## src/rtl/stt_pkg.sv

```systemverilog
// Shared types and constants of the source text tokenizer.
// Item structs, token kind codes, queue sizing, keyword lookup.
// No dependencies.
`default_nettype none

package stt_pkg;

	localparam int OFFSET_W    = 32;
	localparam int KIND_W      = 5;
	localparam int QUEUE_DEPTH = 4;
	localparam int QPTR_W      = $clog2(QUEUE_DEPTH);
	localparam int QCNT_W      = $clog2(QUEUE_DEPTH + 1);

	localparam logic [KIND_W-1:0] KIND_END     = 5'd0;
	localparam logic [KIND_W-1:0] KIND_UNKNOWN = 5'd1;
	localparam logic [KIND_W-1:0] KIND_OPEN    = 5'd2;
	localparam logic [KIND_W-1:0] KIND_CLOSE   = 5'd3;
	localparam logic [KIND_W-1:0] KIND_B1      = 5'd4;
	localparam logic [KIND_W-1:0] KIND_B8      = 5'd5;
	localparam logic [KIND_W-1:0] KIND_B16     = 5'd6;
	localparam logic [KIND_W-1:0] KIND_B32     = 5'd7;
	localparam logic [KIND_W-1:0] KIND_B64     = 5'd8;
	localparam logic [KIND_W-1:0] KIND_D32     = 5'd9;
	localparam logic [KIND_W-1:0] KIND_D64     = 5'd10;
	localparam logic [KIND_W-1:0] KIND_F       = 5'd11;
	localparam logic [KIND_W-1:0] KIND_MUAT    = 5'd12;
	localparam logic [KIND_W-1:0] KIND_STRING  = 5'd13;
	localparam logic [KIND_W-1:0] KIND_NUMBER  = 5'd14;
	localparam logic [KIND_W-1:0] KIND_IDENT   = 5'd15;
	localparam logic [KIND_W-1:0] KIND_UNTERM  = 5'd16;

	localparam logic CMD_BYTE = 1'b0;
	localparam logic CMD_END  = 1'b1;

	typedef struct packed {
		logic       command;
		logic [7:0] byte_value;
	} src_item_t;

	typedef struct packed {
		logic [KIND_W-1:0]   token_kind;
		logic [OFFSET_W-1:0] start_offset;
		logic [OFFSET_W-1:0] end_offset;
		logic                last;
	} tok_item_t;

	// up to two tokens from one source byte
	typedef struct packed {
		logic      two;
		tok_item_t tok1;
		tok_item_t tok0;
	} tok_pair_t;

	typedef struct packed {
		logic      push;
		tok_pair_t pair;
	} q_wr_t;

	// word of up to four letters/digits, packed big-endian into 32 bits
	function automatic logic [KIND_W-1:0] kw_kind(input logic [2:0] len,
		input logic [31:0] pfx);
		logic [KIND_W-1:0] k;
		k = KIND_IDENT;
		priority if (len == 3'd2 && pfx == 32'h0000_6231) k = KIND_B1;
		else if (len == 3'd2 && pfx == 32'h0000_6238) k = KIND_B8;
		else if (len == 3'd3 && pfx == 32'h0062_3136) k = KIND_B16;
		else if (len == 3'd3 && pfx == 32'h0062_3332) k = KIND_B32;
		else if (len == 3'd3 && pfx == 32'h0062_3634) k = KIND_B64;
		else if (len == 3'd3 && pfx == 32'h0064_3332) k = KIND_D32;
		else if (len == 3'd3 && pfx == 32'h0064_3634) k = KIND_D64;
		else if (len == 3'd1 && pfx == 32'h0000_0066) k = KIND_F;
		else if (len == 3'd4 && pfx == 32'h6d75_6174) k = KIND_MUAT;
		else k = KIND_IDENT;
		return k;
	endfunction

endpackage

`default_nettype wire

```

## src/rtl/stt_front.sv

```systemverilog
// Front end: per-byte lexer state machine, builds 0..2 tokens per byte.
// Depends on stt_pkg; writes token pairs into stt_queue.
`default_nettype none

module stt_front import stt_pkg::*; #(
	parameter int POSITION_BITS = 32
) (
	input  wire logic      clk,
	input  wire logic      arst_n,
	input  wire logic      accept,
	input  wire src_item_t src,
	output q_wr_t          wr
);

	localparam int PB = POSITION_BITS;

	localparam logic [7:0] CH_TAB    = 8'h09;
	localparam logic [7:0] CH_CR     = 8'h0d;
	localparam logic [7:0] CH_LF     = 8'h0a;
	localparam logic [7:0] CH_SPACE  = 8'h20;
	localparam logic [7:0] CH_DQUOTE = 8'h22;
	localparam logic [7:0] CH_SQUOTE = 8'h27;
	localparam logic [7:0] CH_LPAREN = 8'h28;
	localparam logic [7:0] CH_RPAREN = 8'h29;
	localparam logic [7:0] CH_STAR   = 8'h2a;
	localparam logic [7:0] CH_COMMA  = 8'h2c;
	localparam logic [7:0] CH_POINT  = 8'h2e;
	localparam logic [7:0] CH_SLASH  = 8'h2f;
	localparam logic [7:0] CH_UNDER  = 8'h5f;

	typedef enum logic [3:0] {
		MODE_IDLE, MODE_SLASH, MODE_LINE, MODE_BLOCK, MODE_BLOCK_STAR,
		MODE_STRING, MODE_DOT, MODE_NUMBER, MODE_WORD, MODE_IDENT
	} mode_t;

	function automatic logic is_space(input logic [7:0] ch);
		return ch == CH_SPACE || (ch >= CH_TAB && ch <= CH_CR);
	endfunction

	function automatic logic is_digit(input logic [7:0] ch);
		return ch >= 8'h30 && ch <= 8'h39;
	endfunction

	function automatic logic is_alpha(input logic [7:0] ch);
		return (ch >= 8'h41 && ch <= 8'h5a) || (ch >= 8'h61 && ch <= 8'h7a);
	endfunction

	function automatic tok_item_t mk_tok(input logic [KIND_W-1:0] kind,
		input logic [PB-1:0] s, input logic [PB-1:0] e);
		tok_item_t t;
		t.token_kind   = kind;
		t.start_offset = OFFSET_W'(s);
		t.end_offset   = OFFSET_W'(e);
		t.last         = 1'b0;
		return t;
	endfunction

	mode_t         mode_q, mode_d;
	logic          quote_single_q, quote_single_d;
	logic          seen_point_q, seen_point_d;
	logic [PB-1:0] tok_start_q, tok_start_d;
	logic [PB-1:0] pos_q, pos_d;
	logic [31:0]   prefix_q, prefix_d;
	logic [2:0]    wlen_q, wlen_d;

	logic [7:0]    ch;
	logic [PB-1:0] pos1, start1;
	logic [KIND_W-1:0] wkind;

	// token start classification of the current byte
	mode_t             bt_mode;
	logic              bt_emit;
	logic [KIND_W-1:0] bt_kind;

	logic      do_begin;
	logic      a_v, b_v;
	tok_item_t a_tok, b_tok;

	assign ch     = src.byte_value;
	assign pos1   = pos_q + PB'(1);
	assign start1 = tok_start_q + PB'(1);
	assign wkind  = kw_kind(wlen_q, prefix_q);

	always_comb begin
		bt_mode = MODE_IDLE;
		bt_emit = 1'b0;
		bt_kind = KIND_UNKNOWN;
		priority if (is_space(ch)) begin
			bt_mode = MODE_IDLE;
		end else if (ch == CH_LPAREN) begin
			bt_emit = 1'b1;
			bt_kind = KIND_OPEN;
		end else if (ch == CH_RPAREN || ch == CH_COMMA) begin
			bt_emit = 1'b1;
			bt_kind = KIND_CLOSE;
		end else if (ch == CH_SLASH) begin
			bt_mode = MODE_SLASH;
		end else if (ch == CH_DQUOTE || ch == CH_SQUOTE) begin
			bt_mode = MODE_STRING;
		end else if (is_digit(ch)) begin
			bt_mode = MODE_NUMBER;
		end else if (ch == CH_POINT) begin
			bt_mode = MODE_DOT;
		end else if (is_alpha(ch)) begin
			bt_mode = MODE_WORD;
		end else if (ch == CH_UNDER) begin
			bt_mode = MODE_IDENT;
		end else begin
			bt_emit = 1'b1;
			bt_kind = KIND_UNKNOWN;
		end
	end

	always_comb begin
		mode_d         = mode_q;
		quote_single_d = quote_single_q;
		seen_point_d   = seen_point_q;
		tok_start_d    = tok_start_q;
		pos_d          = pos1;
		prefix_d       = prefix_q;
		wlen_d         = wlen_q;
		do_begin       = 1'b0;
		a_v            = 1'b0;
		a_tok          = mk_tok(KIND_UNKNOWN, tok_start_q, start1);
		b_v            = 1'b0;
		b_tok          = mk_tok(bt_kind, pos_q, pos1);

		if (src.command == CMD_END) begin
			unique case (mode_q)
				MODE_SLASH, MODE_DOT: begin
					a_v = 1'b1;
				end
				MODE_BLOCK, MODE_BLOCK_STAR, MODE_STRING: begin
					a_v   = 1'b1;
					a_tok = mk_tok(KIND_UNTERM, tok_start_q, pos_q);
				end
				MODE_NUMBER: begin
					a_v   = 1'b1;
					a_tok = mk_tok(KIND_NUMBER, tok_start_q, pos_q);
				end
				MODE_WORD: begin
					a_v   = 1'b1;
					a_tok = mk_tok(wkind, tok_start_q, pos_q);
				end
				MODE_IDENT: begin
					a_v   = 1'b1;
					a_tok = mk_tok(KIND_IDENT, tok_start_q, pos_q);
				end
				default: begin
				end
			endcase
			b_v            = 1'b1;
			b_tok          = mk_tok(KIND_END, pos_q, pos_q);
			mode_d         = MODE_IDLE;
			quote_single_d = 1'b0;
			seen_point_d   = 1'b0;
			tok_start_d    = '0;
			pos_d          = '0;
			prefix_d       = '0;
			wlen_d         = '0;
		end else begin
			unique case (mode_q)
				MODE_SLASH: begin
					priority if (ch == CH_SLASH) mode_d = MODE_LINE;
					else if (ch == CH_STAR) mode_d = MODE_BLOCK;
					else begin
						a_v      = 1'b1;
						do_begin = 1'b1;
					end
				end
				MODE_LINE: begin
					if (ch == CH_LF) mode_d = MODE_IDLE;
				end
				MODE_BLOCK: begin
					if (ch == CH_STAR) mode_d = MODE_BLOCK_STAR;
				end
				MODE_BLOCK_STAR: begin
					priority if (ch == CH_SLASH) mode_d = MODE_IDLE;
					else if (ch != CH_STAR) mode_d = MODE_BLOCK;
				end
				MODE_STRING: begin
					if (ch == (quote_single_q ? CH_SQUOTE : CH_DQUOTE)) begin
						a_v    = 1'b1;
						a_tok  = mk_tok(KIND_STRING, tok_start_q, pos1);
						mode_d = MODE_IDLE;
					end
				end
				MODE_DOT: begin
					if (is_digit(ch)) begin
						mode_d       = MODE_NUMBER;
						seen_point_d = 1'b1;
					end else begin
						a_v      = 1'b1;
						do_begin = 1'b1;
					end
				end
				MODE_NUMBER: begin
					priority if (is_digit(ch)) begin
					end else if (ch == CH_POINT && !seen_point_q) begin
						seen_point_d = 1'b1;
					end else begin
						a_v      = 1'b1;
						a_tok    = mk_tok(KIND_NUMBER, tok_start_q, pos_q);
						do_begin = 1'b1;
					end
				end
				MODE_WORD: begin
					priority if (is_alpha(ch) || is_digit(ch)) begin
						if (wlen_q < 3'd4) begin
							prefix_d = {prefix_q[23:0], ch};
							wlen_d   = wlen_q + 3'd1;
						end else begin
							mode_d = MODE_IDENT;
						end
					end else if (ch == CH_UNDER) begin
						// keyword ends at the underscore, rest is an identifier
						if (wkind != KIND_IDENT) begin
							a_v         = 1'b1;
							a_tok       = mk_tok(wkind, tok_start_q, pos_q);
							tok_start_d = pos_q;
						end
						mode_d = MODE_IDENT;
					end else begin
						a_v      = 1'b1;
						a_tok    = mk_tok(wkind, tok_start_q, pos_q);
						do_begin = 1'b1;
					end
				end
				MODE_IDENT: begin
					if (!is_alpha(ch) && !is_digit(ch) && ch != CH_UNDER) begin
						a_v      = 1'b1;
						a_tok    = mk_tok(KIND_IDENT, tok_start_q, pos_q);
						do_begin = 1'b1;
					end
				end
				default: begin
					do_begin = 1'b1;
				end
			endcase

			if (do_begin) begin
				mode_d      = bt_mode;
				tok_start_d = pos_q;
				b_v         = bt_emit;
				if (bt_mode == MODE_STRING) quote_single_d = (ch == CH_SQUOTE);
				if (bt_mode == MODE_NUMBER) seen_point_d = 1'b0;
				if (bt_mode == MODE_WORD) begin
					prefix_d = {24'd0, ch};
					wlen_d   = 3'd1;
				end
			end
		end
	end

	// pack into queue entry, last flag on the final token
	always_comb begin
		wr.push      = accept && (a_v || b_v);
		wr.pair.two  = a_v && b_v;
		wr.pair.tok0 = a_v ? a_tok : b_tok;
		wr.pair.tok1 = b_tok;
		wr.pair.tok0.last = !(a_v && b_v);
		wr.pair.tok1.last = 1'b1;
	end

	always_ff @(posedge clk or negedge arst_n) begin
		if (!arst_n) begin
			mode_q         <= MODE_IDLE;
			quote_single_q <= 1'b0;
			seen_point_q   <= 1'b0;
			tok_start_q    <= '0;
			pos_q          <= '0;
			prefix_q       <= '0;
			wlen_q         <= '0;
		end else if (accept) begin
			mode_q         <= mode_d;
			quote_single_q <= quote_single_d;
			seen_point_q   <= seen_point_d;
			tok_start_q    <= tok_start_d;
			pos_q          <= pos_d;
			prefix_q       <= prefix_d;
			wlen_q         <= wlen_d;
		end
	end

	a_end_pushes: assert property (@(posedge clk) disable iff (!arst_n)
		accept && src.command == CMD_END |-> wr.push &&
			(wr.pair.two ? wr.pair.tok1.token_kind : wr.pair.tok0.token_kind) == KIND_END)
		else $error("end command did not queue an end token");

	a_end_resets: assert property (@(posedge clk) disable iff (!arst_n)
		accept && src.command == CMD_END |=> pos_q == '0 && mode_q == MODE_IDLE)
		else $error("lexer not back at start after end command");

endmodule

`default_nettype wire

```

## src/rtl/stt_queue.sv

```systemverilog
// Short queue of token pairs between lexer front end and output back end.
// Depends on stt_pkg.
`default_nettype none

module stt_queue import stt_pkg::*; (
	input  wire logic  clk,
	input  wire logic  arst_n,
	input  wire q_wr_t wr,
	input  wire logic  pop,
	output tok_pair_t  head,
	output logic       empty,
	output logic       full
);

	tok_pair_t         entry_q [QUEUE_DEPTH];
	logic [QPTR_W-1:0] wptr_q, rptr_q;
	logic [QCNT_W-1:0] count_q;

	assign empty = count_q == '0;
	assign full  = count_q == QCNT_W'(QUEUE_DEPTH);
	assign head  = entry_q[rptr_q];

	always_ff @(posedge clk) begin
		if (wr.push) entry_q[wptr_q] <= wr.pair;
	end

	always_ff @(posedge clk or negedge arst_n) begin
		if (!arst_n) begin
			wptr_q  <= '0;
			rptr_q  <= '0;
			count_q <= '0;
		end else begin
			if (wr.push) wptr_q <= wptr_q + QPTR_W'(1);
			if (pop) rptr_q <= rptr_q + QPTR_W'(1);
			unique case ({wr.push, pop})
				2'b10:   count_q <= count_q + QCNT_W'(1);
				2'b01:   count_q <= count_q - QCNT_W'(1);
				default: count_q <= count_q;
			endcase
		end
	end

	a_no_overflow: assert property (@(posedge clk) disable iff (!arst_n)
		wr.push |-> !full)
		else $error("push into full token queue");

	a_no_underflow: assert property (@(posedge clk) disable iff (!arst_n)
		pop |-> !empty)
		else $error("pop from empty token queue");

endmodule

`default_nettype wire

```

## src/rtl/stt_back.sv

```systemverilog
// Back end: splits queued token pairs into single tokens on an output register.
// Depends on stt_pkg; reads the head of stt_queue.
`default_nettype none

module stt_back import stt_pkg::*; (
	input  wire logic      clk,
	input  wire logic      arst_n,
	input  wire tok_pair_t head,
	input  wire logic      empty,
	output logic           pop,
	output logic           tok_valid,
	input  wire logic      tok_ready,
	output tok_item_t      tok_item
);

	logic      valid_q;
	logic      second_q;
	tok_item_t tok_q;
	logic      load;

	assign load      = !valid_q || tok_ready;
	assign pop       = load && !empty && (!head.two || second_q);
	assign tok_valid = valid_q;
	assign tok_item  = tok_q;

	always_ff @(posedge clk or negedge arst_n) begin
		if (!arst_n) begin
			valid_q  <= 1'b0;
			second_q <= 1'b0;
		end else if (load) begin
			valid_q <= !empty;
			if (!empty) second_q <= head.two && !second_q;
		end
	end

	always_ff @(posedge clk) begin
		if (load && !empty) tok_q <= second_q ? head.tok1 : head.tok0;
	end

	a_second_has_pair: assert property (@(posedge clk) disable iff (!arst_n)
		second_q |-> !empty && head.two)
		else $error("second token pending without a pair at queue head");

endmodule

`default_nettype wire

```

## src/rtl/source_text_tokenizer_core.sv

```systemverilog
// Top level of the source text tokenizer: byte input, token output.
// Depends on stt_pkg, stt_front, stt_queue, stt_back.
//
// Usage:
//   src channel (src_valid/src_ready/src_item) takes one item per transfer:
//   command 0 carries a source byte, command 1 marks end of input.
//   tok channel (tok_valid/tok_ready/tok_item) delivers tokens in order,
//   each with kind, start and end byte offsets, and last set on the final
//   token caused by one input item.
// Throughput: one input item per cycle while src_ready is high. The lexer
//   state machine in the front end updates on each accepted byte; tokens
//   leave at one per cycle while tok_ready is high, from the back end's
//   output register, so an item giving two tokens occupies it for both.
// Path: a token is written into the queue at the transfer of the byte that
//   completes it, then loaded into the back end's output register, which
//   drives tok_valid.
// Stalls: when tok_ready is low, pairs collect in a four-entry queue;
//   src_ready drops only when that queue is full.
// Reset: arst_n clears the lexer to idle at offset zero and empties the
//   queue and output register. End of input also returns the lexer to offset
//   zero so the next byte starts a new text.
`default_nettype none

module source_text_tokenizer_core import stt_pkg::*; #(
	parameter int POSITION_BITS = 32
) (
	input  wire logic      clk,
	input  wire logic      arst_n,
	input  wire logic      src_valid,
	output logic           src_ready,
	input  wire src_item_t src_item,
	output logic           tok_valid,
	input  wire logic      tok_ready,
	output tok_item_t      tok_item
);

	q_wr_t     wr;
	tok_pair_t head;
	logic      q_empty, q_full, q_pop;
	logic      src_xfer;

	// front end never waits on anything but queue space
	assign src_ready = !q_full;
	assign src_xfer  = src_valid && src_ready;

	stt_front #(
		.POSITION_BITS(POSITION_BITS)
	) u_front (
		.clk    (clk),
		.arst_n (arst_n),
		.accept (src_xfer),
		.src    (src_item),
		.wr     (wr)
	);

	stt_queue u_queue (
		.clk    (clk),
		.arst_n (arst_n),
		.wr     (wr),
		.pop    (q_pop),
		.head   (head),
		.empty  (q_empty),
		.full   (q_full)
	);

	stt_back u_back (
		.clk       (clk),
		.arst_n    (arst_n),
		.head      (head),
		.empty     (q_empty),
		.pop       (q_pop),
		.tok_valid (tok_valid),
		.tok_ready (tok_ready),
		.tok_item  (tok_item)
	);

endmodule

`default_nettype wire

```

## config.mk

```make
export PLATFORM = sky130hd
export DESIGN_NAME = source_text_tokenizer_core
export DESIGN_NICKNAME = d
export VERILOG_FILES = /design/src/rtl/stt_pkg.sv /design/src/rtl/stt_front.sv /design/src/rtl/stt_queue.sv /design/src/rtl/stt_back.sv /design/src/rtl/source_text_tokenizer_core.sv
export SDC_FILE = /design/constraint.sdc
export NUM_CORES = 1
export LEC_CHECK = 0
export BUFFER_PORTS_ARGS = -buffer_cell sky130_fd_sc_hd__buf_2
export CELL_PAD_IN_SITES_DETAIL_PLACEMENT = 1
export CELL_PAD_IN_SITES_GLOBAL_PLACEMENT = 2
export CORE_AREA = 2 2 215 323
export DETAILED_ROUTE_END_ITERATION = 16
export DIE_AREA = 0 0 217 325
export HOLD_SLACK_MARGIN = 0.06
export PLACE_DENSITY_LB_ADDON = 0.1
export SYNTH_ARGS = -nofsm -noshare
export SYNTH_HDL_FRONTEND = slang
export SYNTH_SLANG_ARGS = --single-unit
```

## constraint.sdc

```tcl
create_clock -name clk -period 9.19 [get_ports clk]
set_input_delay 0.919 -clock clk [delete_from_list [all_inputs] [get_ports clk]]
set_output_delay 0.919 -clock clk [all_outputs]
set_load 0.02 [all_outputs]
```

* After elaboration in Yosys (flattened, before gate mapping)
Memories as Yosys holds them, arrays and structs flattened.
Index checks and enable logic that the tools add are counted.
** Operators by class
- Reductions and logical operators :: 54
- Add/sub/neg operators :: 7
- Mux-type cells :: 108
- Bitwise gates (word level) :: 1
- Order comparisons :: 9
- Equality and inequality tests :: 52
** Operators with widths (count)
- 70-bit two-way mux :: 8
- 70-bit case mux with 4 select lines :: 2
- 32-bit two-way mux :: 13
- 69-bit two-way mux :: 3
- 32-bit by 23-bit equality test with 1-bit output, second input constant :: 5
- 4-bit two-way mux :: 22
- 8-bit by 6-bit equality test with 1-bit output, second input constant :: 9
- 32-bit by 1-bit adder with 32-bit output, second input constant :: 2
- 32-bit by 15-bit equality test with 1-bit output, second input constant :: 2
- 5-bit two-way mux :: 10
- 1-bit two-way mux :: 36
- 32-bit by 31-bit equality test with 1-bit output, second input constant :: 1
- 32-bit by 7-bit equality test with 1-bit output, second input constant :: 1
- 4-bit case mux with 7 select lines :: 1
- 4-bit by 3-bit equality test with 1-bit output, second input constant :: 6
- 1-bit logical AND :: 22
- 3-bit two-way mux :: 7
- 8-bit by 7-bit greater-or-equal comparator with 1-bit output, second input constant :: 2
- 8-bit by 7-bit <= comparator with 1-bit output, second input constant :: 2
- 4-bit by 2-bit != test with 1-bit output, second input constant :: 4
- 5-bit by 2-bit != test with 1-bit output, second input constant :: 3
- 4-bit equality test, second input constant :: 3
- 1-bit case mux with 6 select lines :: 2
- 10-bit AND reduction :: 1
- other kinds (39) :: 64
** Word-level totals
- RAM bits :: 560
- Input bits :: 13
- Logic and storage cells :: 248
- Register bits after elaboration :: 184
- Memories kept :: 1
** Memories
- u_queue.entry_q :: words 4, width 140, read ports 1, clocked after Yosys merged registers in 0, wr ports 1, RTL line stt_queue.sv:15 : tok_pair_t entry_q [QUEUE_DEPTH];

* Longest topological paths before layout
Gate-level depths: netlist of the first run.
- Word-level depth :: 21
- Gate-level depth with buffers :: 17

* By module
From an unflattened synthesis of the first run, not the netlist that was laid out.
** Unflattened totals
- Cells, all modules :: 2249
- Area total of the unflattened synthesis :: 34047.7 um^2
** Modules (own cells, without submodules)
- stt_queue :: seq. area each 17111.4 um^2, instances 1, area an instance 20718.6 um^2, cells each 774
- stt_front :: seq. area each 2627.5 um^2, instances 1, area an instance 9927.0 um^2, cells each 1316
- stt_back :: seq. area each 2152.1 um^2, instances 1, area an instance 3392.0 um^2, cells each 157
- source_text_tokenizer_core :: seq. area each 0.0 um^2, instances 1, area an instance 10.0 um^2, cells each 2

* Worst setup path after synthesis of the first run
OpenSTA, ideal clock, no wires.
- Path type :: input-to-reg
- Start point :: input port src_item[4] (netlist name)
- End point :: memory u_queue.entry_q[0][0] (netlist name), enable pin
- Arrival time :: 5913 ps
- Stages on the path :: 7
- Slack :: 2764 ps
- Cells stage by stage :: or4_1 > o22a_1 > a211o_1 > a41o_1 > a21o_1 > a21oi_4 > and2_1
** Between the ends
- Word-level cells in the longest chain between the ends :: 17
- Elaborated cells between the ends (all ways) :: 63
- Classes of those cells :: order compare: 8; eq/ne: 12; mux: 27; reduce/logical: 16
** Ends and longest elaborated chain
- from (decl) :: RTL line source_text_tokenizer_core.sv:31 : input wire src_item_t src_item,
- 8-bit by 7-bit greater-or-equal comparator with 1-bit output or 8-bit by 7-bit <= comparator with 1-bit output (tied branches) :: RTL line stt_front.sv:45 : return (ch >= 8'h41 && ch <= 8'h5a) || (ch >= 8'h61 && ch <= 8'h7a);
- 1-bit logical AND :: RTL line stt_front.sv:45
- 1-bit logical OR :: RTL line stt_front.sv:45
- 1-bit two-way mux :: RTL line stt_front.sv:104 : end else if (is_alpha(ch)) begin
- 1-bit two-way mux :: RTL line stt_front.sv:102 : end else if (ch == CH_POINT) begin
- 1-bit two-way mux :: RTL line stt_front.sv:100 : end else if (is_digit(ch)) begin
- 1-bit two-way mux :: RTL line stt_front.sv:98 : end else if (ch == CH_DQUOTE || ch == CH_SQUOTE) begin
- 1-bit two-way mux :: RTL line stt_front.sv:96 : end else if (ch == CH_SLASH) begin
- 1-bit two-way mux :: RTL line stt_front.sv:93 : end else if (ch == CH_RPAREN || ch == CH_COMMA) begin
- 1-bit two-way mux :: RTL line stt_front.sv:90 : end else if (ch == CH_LPAREN) begin
- 1-bit two-way mux :: RTL line stt_front.sv:88 : priority if (is_space(ch)) begin
- 1-bit two-way mux :: RTL line stt_front.sv:241 : if (do_begin) begin
- 1-bit two-way mux :: RTL line stt_front.sv:128 : if (src.command == CMD_END) begin
- 1-bit logical OR (*) :: RTL line stt_front.sv:257 : wr.push = accept && (a_v || b_v);
- 1-bit logical AND (*) :: RTL line stt_front.sv:257
- 1-bit two-way mux (*) :: RTL line stt_queue.sv:24 : if (wr.push) entry_q[wptr_q] <= wr.pair;
- 1-bit two-way mux (implied by the code) (*) :: RTL line stt_queue.sv:24
- to (decl) :: RTL line stt_queue.sv:15
Mark *: on every way between the ends. The rest lies on a longest branch, timed or not. The select of a mux whose other input is x is not followed.

* Final worst setup path of the first run
- Start point :: input port src_item[4] (netlist name)
- End point :: memory u_queue.entry_q[2][84] (netlist name), enable pin
The elaborated chain is that of the path after synthesis.

==> metrics.txt, run 1 <==
# TYPE chip_impl_metric gauge
chip_impl_info{name="result_of_the_run",value="completed"} 1
chip_impl_metric{name="drc",unit=""} 0
chip_impl_metric{name="synth_area_per_cell",unit="sq um"} 13.98
chip_impl_metric{name="cts_buffer_count",unit=""} 70
chip_impl_metric{name="synth-seq-cells",unit=""} 732
chip_impl_metric{name="via_per_inst",unit=""} 6.191
chip_impl_metric{name="dp_worst_setup_slack",unit="ns"} 3.422
chip_impl_metric{name="grt_use_total",unit=""} 0.2626
chip_impl_metric{name="initial_core_util",unit=""} 0.4868
chip_impl_metric{name="design.portCount",unit=""} 85
chip_impl_metric{name="sequential_share_of_the_synthesized_area",unit=""} 0.6503
chip_impl_info{name="root_buffer",value="sky130_fd_sc_hd__clkbuf_16"} 1
chip_impl_metric{name="power_frac_comb",unit=""} 0.312
chip_impl_metric{name="grt_pass1_vias",unit=""} 22350
chip_impl_metric{name="power_density_over_the_cells",unit="nW/um^2"} 319.5
chip_impl_metric{name="fp.dieArea",unit="sq um"} 70530
chip_impl_metric{name="rrSetupSlack",unit="ns"} 4.27
chip_impl_metric{name="synth_top_cell_area_share",unit=""} 0.5636
chip_impl_info{name="worst_r2r_startpoint",value="u_front.prefix_q[0]$_DFFE_PN0P_"} 1
chip_impl_metric{name="yosysWarnings",unit=""} 0
chip_impl_metric{name="synth_async_sr_flop_share",unit=""} 0.1557
chip_impl_metric{name="fin_nets",unit=""} 2411
chip_impl_metric{name="worst-r2r-cell-count",unit=""} 9
chip_impl_metric{name="flow.area_growth_from_synthesis",unit="%"} 10.72
chip_impl_metric{name="slew-limit-headroom",unit=""} 0.2457
chip_impl_metric{name="worstMarginPinSlew",unit="ns"} 1.131
chip_impl_info{name="synth-main-ff-cell",value="sky130_fd_sc_hd__edfxtp_1"} 1
chip_impl_metric{name="yosysUniqueCellTypes",unit=""} 81
chip_impl_metric{name="cts_sinks",unit=""} 732
chip_impl_metric{name="drtAntennaViolNets",unit=""} 0
chip_impl_metric{name="cts_resized",unit=""} 0
chip_impl_metric{name="cp_data_arrival_time",unit="ns"} 5.37
chip_impl_metric{name="clkSlewWorstSetupHoldPaths",unit="ns"} 0.06
chip_impl_metric{name="globalplace.congestion",unit=""} 0.8313
chip_impl_metric{name="final-hold-violation-count",unit=""} 0
chip_impl_metric{name="max-cap-violations",unit=""} 0
chip_impl_metric{name="power.switching",unit="uW"} 4025
chip_impl_metric{name="drt_iter0_markers",unit=""} 1420
chip_impl_metric{name="die_w",unit="um"} 217
chip_impl_metric{name="die_boundary_height",unit="um"} 325
chip_impl_metric{name="total_number_of_vias",unit=""} 20630
chip_impl_info{name="post-synth-top-count-cell",value="sky130_fd_sc_hd__edfxtp_1"} 1
chip_impl_info{name="synth.top_cells.by_count",value="sky130_fd_sc_hd__edfxtp_1 (618), sky130_fd_sc_hd__nand2_1 (345), sky130_fd_sc_hd__mux4_2 (137)"} 1
chip_impl_metric{name="total_congestion_overflow_after_global_routing",unit=""} 0
chip_impl_metric{name="post-route-period-util",unit=""} 0.5576
chip_impl_info{name="timing_worst_setup_path_type",value="input port to register"} 1
chip_impl_info{name="unrepaired_setup_endpoints_after_global_routing",value="no"} 1
chip_impl_metric{name="grt_max_degree",unit=""} 71
chip_impl_metric{name="maxSlewViolCount",unit=""} 0
chip_impl_metric{name="antennaDiodeCount",unit=""} 0
chip_impl_metric{name="path_max_fanout",unit=""} 56
chip_impl_metric{name="dr_wl_met3",unit="um"} 3503
chip_impl_metric{name="route.layer.met1.wl",unit="um"} 36660
chip_impl_metric{name="setup-violations-final",unit=""} 0
chip_impl_metric{name="insertion_delay",unit="ns"} 0.63
chip_impl_info{name="cts_tree",value="yes"} 1
chip_impl_metric{name="drt_pre_antenna_iters",unit=""} 5
chip_impl_metric{name="finClkSkew",unit="ns"} 0.02188
chip_impl_info{name="critPathCaptureType",value="register"} 1
chip_impl_metric{name="final.setup.tns",unit="ns"} 0
chip_impl_metric{name="worst_ep_required_time",unit="ns"} 9.44
chip_impl_metric{name="syn-cell-area",unit="sq um"} 32930
chip_impl_info{name="synth.area.top_cells",value="sky130_fd_sc_hd__edfxtp_1 (56%), sky130_fd_sc_hd__mux4_2 (9.4%), sky130_fd_sc_hd__dfrtp_1 (8.7%)"} 1
chip_impl_metric{name="netlist_instances",unit=""} 2355
chip_impl_metric{name="initial_antenna_violation_count",unit=""} 0
chip_impl_metric{name="share_seq_of_total_power",unit=""} 0.438
chip_impl_metric{name="buffer_ports.inserted",unit=""} 84
chip_impl_metric{name="wire_length_of_the_first_global_routing_pass",unit="um"} 139400
chip_impl_metric{name="routed-wl-met2",unit="um"} 47770
chip_impl_metric{name="post_drt_wl_per_cell",unit="um"} 27.28
chip_impl_metric{name="vdd_ir_drop_max",unit="V"} 0.0002432
chip_impl_info{name="worst_r2r_endpoint",value="u_queue.entry_q[2][84]$_DFFE_PP_"} 1
chip_impl_metric{name="design.core.area",unit="sq um"} 67630
chip_impl_metric{name="final.min_clock_period",unit="ns"} 5.124
chip_impl_metric{name="dpl.hpwl",unit="um"} 57080
chip_impl_metric{name="internal_power",unit="uW"} 7621
chip_impl_metric{name="post_cts.repair.setup_buffers",unit=""} 0
chip_impl_info{name="min_path_type",value="input port to asynchronous set/reset pin"} 1
chip_impl_metric{name="clkPwrFrac",unit=""} 0.250
chip_impl_info{name="timing.critical_path.from_type",value="input port"} 1
chip_impl_metric{name="cellLeakagePower",unit="uW"} 0.01288
chip_impl_metric{name="finalWirelength",unit="um"} 90910
chip_impl_metric{name="syn-num-nets",unit=""} 2382
chip_impl_metric{name="postCtsHoldBufs",unit=""} 0
chip_impl_info{name="synth_largest_area_cell",value="sky130_fd_sc_hd__edfxtp_1"} 1
chip_impl_metric{name="synth-edff-count",unit=""} 618
chip_impl_metric{name="netSwitchingFraction",unit=""} 0.3456
chip_impl_metric{name="placement_rows",unit=""} 117
chip_impl_info{name="dr.max_layer_used",value="met4"} 1
chip_impl_metric{name="share_of_cells_above_drive_strength_1",unit=""} 0.1696
chip_impl_metric{name="cts_max_level",unit=""} 3
chip_impl_metric{name="p_total",unit="uW"} 11650
chip_impl_metric{name="smallest_setup_slack_after_layout",unit="ns"} 4.066
chip_impl_metric{name="fmax",unit="MHz"} 195.1
chip_impl_metric{name="maximum_clock_insertion_buffer_count",unit=""} 3
-- power by group through the flow --
stage                     sequential (uW)  clock (uW)  combinational, uW
final                                5100        2910               3630
after global routing                 5180        3080               3940
after CTS                            5110        2980               3710
after detailed placement             5170           0               3690
after global placement               5110           0               3620
after floorplan                      5220           0               2330
-- critical path, cell delays in order --
cell and delay [ns]:
sky130_fd_sc_hd__buf_2 0.18, sky130_fd_sc_hd__or4_1 0.57, sky130_fd_sc_hd__a21o_1 0.21, sky130_fd_sc_hd__a21oi_1 0.54
sky130_fd_sc_hd__o32ai_1 0.15, sky130_fd_sc_hd__nand2_1 0.49, sky130_fd_sc_hd__a41oi_1 0.37, sky130_fd_sc_hd__a21oi_4 0.36
sky130_fd_sc_hd__and2_4 0.83, sky130_fd_sc_hd__buf_4 0.68
-- state kept, by name (all words and copies together) (netlist names), 2 cells and up --
| name | flops |
|---|---|
| u_queue.rptr_q | 2 |
| u_front.pos_q | 32 |
| u_front.wlen_q | 3 |
| u_front.tok_start_q | 32 |
| u_queue.entry_q | 548 |
| u_queue.wptr_q | 2 |
| u_queue.count_q | 3 |
| u_back.tok_item | 70 |
| u_front.prefix_q | 32 |
| u_front.mode_q | 4 |
-- logic make-up after synthesis --
logic type,Yosys count,share of synthesized area
muxes,187,0.1102
AOI/OAI and AO/OA,419,0.08691
DFF,732,0.6503
and+or+nand+nor,735,0.1032
xor gates and xnor gates,72,0.01915
buffers and inverters,196,0.02470
adders and majority gates,14,0.005548
-- worst max-delay path by stage --
stage	from	endpoint	cells past startpoint
floorplan	src_item[4]	u_queue.entry_q[0][0]$_DFFE_PP_	7
global placement	src_item[4]	u_queue.entry_q[1][48]$_DFFE_PP_	10
detailed placement	src_item[4]	u_queue.entry_q[0][99]$_DFFE_PP_	10
CTS	src_item[4]	u_queue.entry_q[0][98]$_DFFE_PP_	10
global route	src_item[4]	u_queue.entry_q[0][95]$_DFFE_PP_	10
finish	src_item[4]	u_queue.entry_q[2][84]$_DFFE_PP_	10
-- metrics by stage --
stage / cell area (sq um) / hold WS (ns) / std cells / utilization
after global routing: 36460 / 0.4803 / 3333 / 0.5390
after detailed placement: 34140 / 0.4849 / 3204 / 0.5048
after global placement: 34140 / 0.4718 / 3204 / 0.5048
after CTS: 36460 / 0.4345 / 3333 / 0.5390
after floorplan: 32930 / 0.4637 / 2355 / -
final: 36460 / 0.4234 / 3333 / 0.5390
-- layout by cell type, fill, tap and decap left out, drive strengths merged, types with 11 or more instances in the layout --
cell and instances:
and2 15, a21oi 92, clkinv 17, a21o 13, nand3 56, a31oi 28, clkbuf 97, inv 33
and3 18, xor2 42, dfrtp 114, ha 13, o31ai 20, xnor2 30, nand4 21, a22o 67
nand2 345, nor2 128, nor3 62, o221ai 17, o211ai 11, edfxtp 618, o21ai 92, mux4 137
nor4 15, buf 124, mux2i 15, mux2 35
-- final cells by class --
cell class	instances	area, sq um
fill	6630	31180
sequential	732	21420
multi-input combinational	1427	10770
clock buffer	97	1996
tap	892	1116
timing repair buffer	124	725.7
clock inverter	32	321.6
inverter	29	110.1
-- routing by layer --
layer | GRT usage | vias to the layer above
met5 | 0 | -
met4 | 0.09753 | 0
met3 | 0.03132 | 154
met2 | 0.4674 | 491
met1 | 0.3276 | 10860
li1 | - | 9132
Note: power is estimated with default switching activity, not from simulation.
==> run 2, diff against run 1 <==
--- a/config.mk
+++ b/config.mk
@@ -8,9 +8,9 @@
 export BUFFER_PORTS_ARGS = -buffer_cell sky130_fd_sc_hd__buf_2
 export CELL_PAD_IN_SITES_DETAIL_PLACEMENT = 1
 export CELL_PAD_IN_SITES_GLOBAL_PLACEMENT = 2
-export CORE_AREA = 2 2 215 323
+export CORE_AREA = 2 2 222 333
 export DETAILED_ROUTE_END_ITERATION = 16
-export DIE_AREA = 0 0 217 325
+export DIE_AREA = 0 0 224 335
 export HOLD_SLACK_MARGIN = 0.06
 export PLACE_DENSITY_LB_ADDON = 0.1
 export SYNTH_ARGS = -nofsm -noshare
==> constraint.sdc (replaced) <==
create_clock -name clk -period 5.2 [get_ports clk]
set_input_delay 0.52 -clock clk [delete_from_list [all_inputs] [get_ports clk]]
set_output_delay 0.52 -clock clk [all_outputs]
set_load 0.02 [all_outputs]
==> metrics.txt, run 2 (synthesized netlist as in run 1, its figures left out) <==
# TYPE chip_impl_metric gauge
chip_impl_info{name="result_of_the_run",value="completed"} 1
chip_impl_metric{name="max_stage_delay",unit="ns"} 0.75
chip_impl_metric{name="wire_length_of_the_first_global_routing_pass",unit="um"} 141300
chip_impl_metric{name="cts_buffer_count",unit=""} 71
chip_impl_info{name="layout.cells.most_common_list",value="sky130_fd_sc_hd__edfxtp_1 (618), sky130_fd_sc_hd__nand2_1 (344), sky130_fd_sc_hd__mux4_2 (137), sky130_fd_sc_hd__nor2_1 (128), sky130_fd_sc_hd__dfrtp_1 (111)"} 1
chip_impl_metric{name="maximum_clock_insertion_buffer_count",unit=""} 3
chip_impl_metric{name="max-cap-violations",unit=""} 0
chip_impl_metric{name="fmax",unit="MHz"} 241.3
chip_impl_metric{name="via_per_inst",unit=""} 6.117
chip_impl_metric{name="cts_max_level",unit=""} 3
chip_impl_metric{name="slew-limit-headroom",unit=""} 0.2281
chip_impl_metric{name="placed_cells_incl_taps",unit=""} 3258
chip_impl_metric{name="total_number_of_vias",unit=""} 20740
chip_impl_metric{name="die_boundary_height",unit="um"} 335
chip_impl_metric{name="final.setup.tns",unit="ns"} 0
chip_impl_metric{name="p_total",unit="uW"} 21050
chip_impl_info{name="min_path_type",value="input port to register"} 1
chip_impl_metric{name="total_congestion_overflow_after_global_routing",unit=""} 0
chip_impl_metric{name="vdd_ir_drop_max",unit="V"} 0.0003951
chip_impl_metric{name="insertion_delay",unit="ns"} 0.64
chip_impl_info{name="timing_worst_setup_path_type",value="register to register"} 1
chip_impl_metric{name="post_cts.repair.setup_buffers",unit=""} 0
chip_impl_metric{name="path_max_fanout",unit=""} 40
chip_impl_metric{name="whs",unit="ns"} 0.1320
chip_impl_info{name="cts_tree",value="yes"} 1
chip_impl_metric{name="grt_use_total",unit=""} 0.2527
chip_impl_metric{name="drc",unit=""} 0
chip_impl_info{name="holdCritStartpoint",value="tok_ready"} 1
chip_impl_info{name="registers.top_by_ff_count",value="u_queue.entry_q"} 1
chip_impl_info{name="worst_r2r_endpoint",value="u_queue.entry_q[0][15]$_DFFE_PP_"} 1
chip_impl_metric{name="design.core.area",unit="sq um"} 72220
chip_impl_info{name="root_buffer",value="sky130_fd_sc_hd__clkbuf_16"} 1
chip_impl_metric{name="rrSetupSlack",unit="ns"} 1.05
chip_impl_metric{name="grt_pass1_vias",unit=""} 22220
chip_impl_metric{name="initial_core_util",unit=""} 0.4559
chip_impl_metric{name="cellLeakagePower",unit="uW"} 0.01313
chip_impl_metric{name="postCtsHoldBufs",unit=""} 1
chip_impl_info{name="path_cells",value="nor4b_1 -> nand3_1 -> nor4_1 -> a21oi_1 -> and4_4 -> a21o_2 -> a21oi_4 -> and2_4 -> buf_12"} 1
chip_impl_info{name="mostFrequentLayoutCell",value="sky130_fd_sc_hd__edfxtp_1"} 1
chip_impl_metric{name="final.min_clock_period",unit="ns"} 4.145
chip_impl_metric{name="power_density_over_the_cells",unit="nW/um^2"} 569.0
chip_impl_metric{name="finClkSkew",unit="ns"} 0.03060
chip_impl_metric{name="largest_register_ffs",unit=""} 548
chip_impl_metric{name="initial_antenna_violation_count",unit=""} 0
chip_impl_metric{name="worst_ep_required_time",unit="ns"} 5.50
chip_impl_info{name="worst_r2r_startpoint",value="u_front.prefix_q[0]$_DFFE_PN0P_"} 1
chip_impl_metric{name="worst-r2r-cell-count",unit=""} 9
chip_impl_metric{name="smallest_setup_slack_after_layout",unit="ns"} 1.055
chip_impl_metric{name="timing.hold.worst_path_depth",unit=""} 4
chip_impl_metric{name="die_w",unit="um"} 224
chip_impl_metric{name="placement_rows",unit=""} 121
chip_impl_metric{name="post-route-period-util",unit=""} 0.7971
chip_impl_metric{name="flow.area_growth_from_synthesis",unit="%"} 12.36
chip_impl_metric{name="final-hold-violation-count",unit=""} 0
chip_impl_metric{name="finalWirelength",unit="um"} 93310
chip_impl_metric{name="drtAntennaViolNets",unit=""} 0
chip_impl_metric{name="path_buf_inv",unit=""} 1
chip_impl_metric{name="drt_pre_antenna_iters",unit=""} 5
chip_impl_metric{name="maxSlewViolCount",unit=""} 0
chip_impl_metric{name="clkSlewWorstSetupHoldPaths",unit="ns"} 0.06
chip_impl_info{name="hold_path_sink",value="u_back.tok_valid$_DFFE_PN0N_"} 1
chip_impl_metric{name="dpl.hpwl",unit="um"} 59430
chip_impl_metric{name="drt_iter0_markers",unit=""} 1367
chip_impl_info{name="unrepaired_setup_endpoints_after_global_routing",value="no"} 1
chip_impl_metric{name="share_of_cells_above_drive_strength_1",unit=""} 0.1779
chip_impl_metric{name="worstMarginPinSlew",unit="ns"} 1.151
chip_impl_info{name="critPathCaptureType",value="register"} 1
chip_impl_metric{name="setup-violations-final",unit=""} 0
chip_impl_info{name="critPathSlowestCell",value="sky130_fd_sc_hd__nor4b_1"} 1
chip_impl_metric{name="buffer_ports.inserted",unit=""} 84
chip_impl_metric{name="grt_max_degree",unit=""} 101
chip_impl_metric{name="cts_sinks",unit=""} 732
chip_impl_metric{name="cp_data_arrival_time",unit="ns"} 4.44
chip_impl_metric{name="non_filler_cells_in_the_finished_layout",unit=""} 3390
chip_impl_info{name="timing.critical_path.from_type",value="register"} 1
chip_impl_info{name="path_delay_family",value="simple AND/OR/NAND/NOR gates"} 1
chip_impl_metric{name="fp.dieArea",unit="sq um"} 75040
chip_impl_metric{name="dp_worst_setup_slack",unit="ns"} 0.9166
chip_impl_metric{name="post_drt_wl_per_cell",unit="um"} 27.52
chip_impl_metric{name="cts_resized",unit=""} 0
chip_impl_metric{name="globalplace.congestion",unit=""} 0.8407
chip_impl_metric{name="fin_nets",unit=""} 2437
chip_impl_metric{name="design.portCount",unit=""} 85
run 2: metrics by stage:
step	utilization	instance area (sq um)
CTS	0.5123	36990
detailed placement	0.4784	34550
global placement	0.4784	34550
floorplan	-	32930
finish	0.5123	37000
global route	0.5123	36990
run 2: power by group:
group	total [uW]	switching [uW]	internal [uW]
Combinational	6640	4240	2400
Clock	5430	2230	3190
Sequential	8990	702	8280
run 2: how the worst max path moves through the flow:
stage                                       endpoint  cells after the start                        startpoint  slack (ns)
detailed placement  u_queue.entry_q[2][38]$_DFFE_PP_                     10                       src_item[2]        0.92
global placement    u_queue.entry_q[2][38]$_DFFE_PP_                     10                       src_item[2]        1.04
finish              u_queue.entry_q[0][15]$_DFFE_PP_                      9   u_front.prefix_q[0]$_DFFE_PN0P_        1.05
floorplan            u_queue.entry_q[0][0]$_DFFE_PP_                      9  u_front.prefix_q[23]$_DFFE_PN0P_        0.54
CTS                 u_queue.entry_q[0][49]$_DFFE_PP_                      9   u_front.prefix_q[0]$_DFFE_PN0P_        1.04
global route        u_queue.entry_q[0][49]$_DFFE_PP_                      9   u_front.prefix_q[0]$_DFFE_PN0P_        0.75
run 2: final cells by class:
type                    instances  area, sq um
clock buffers                  97         1987
well taps                     922         1154
fillers                      6988        35220
diodes                          1        2.502
flip-flops and latches        732        21420
clock inverters                33        446.7
repair buffers                149         1116
inverters                      29        110.1
multi-input cells            1427        10760
run 2: tightest hold or removal path, delay by kind of cell:
family	cells	cell delay [ns]
buf+inv	2	0.11
simple gates	2	0.10
run 2: metal layers:
metal	vias to the layer above	wire, um	track usage
met5	-	0	0
met4	0	3347	0.09688
met3	169	3276	0.02918
met2	490	48420	0.4503
met1	10900	38260	0.3150
li1	9182	-	-
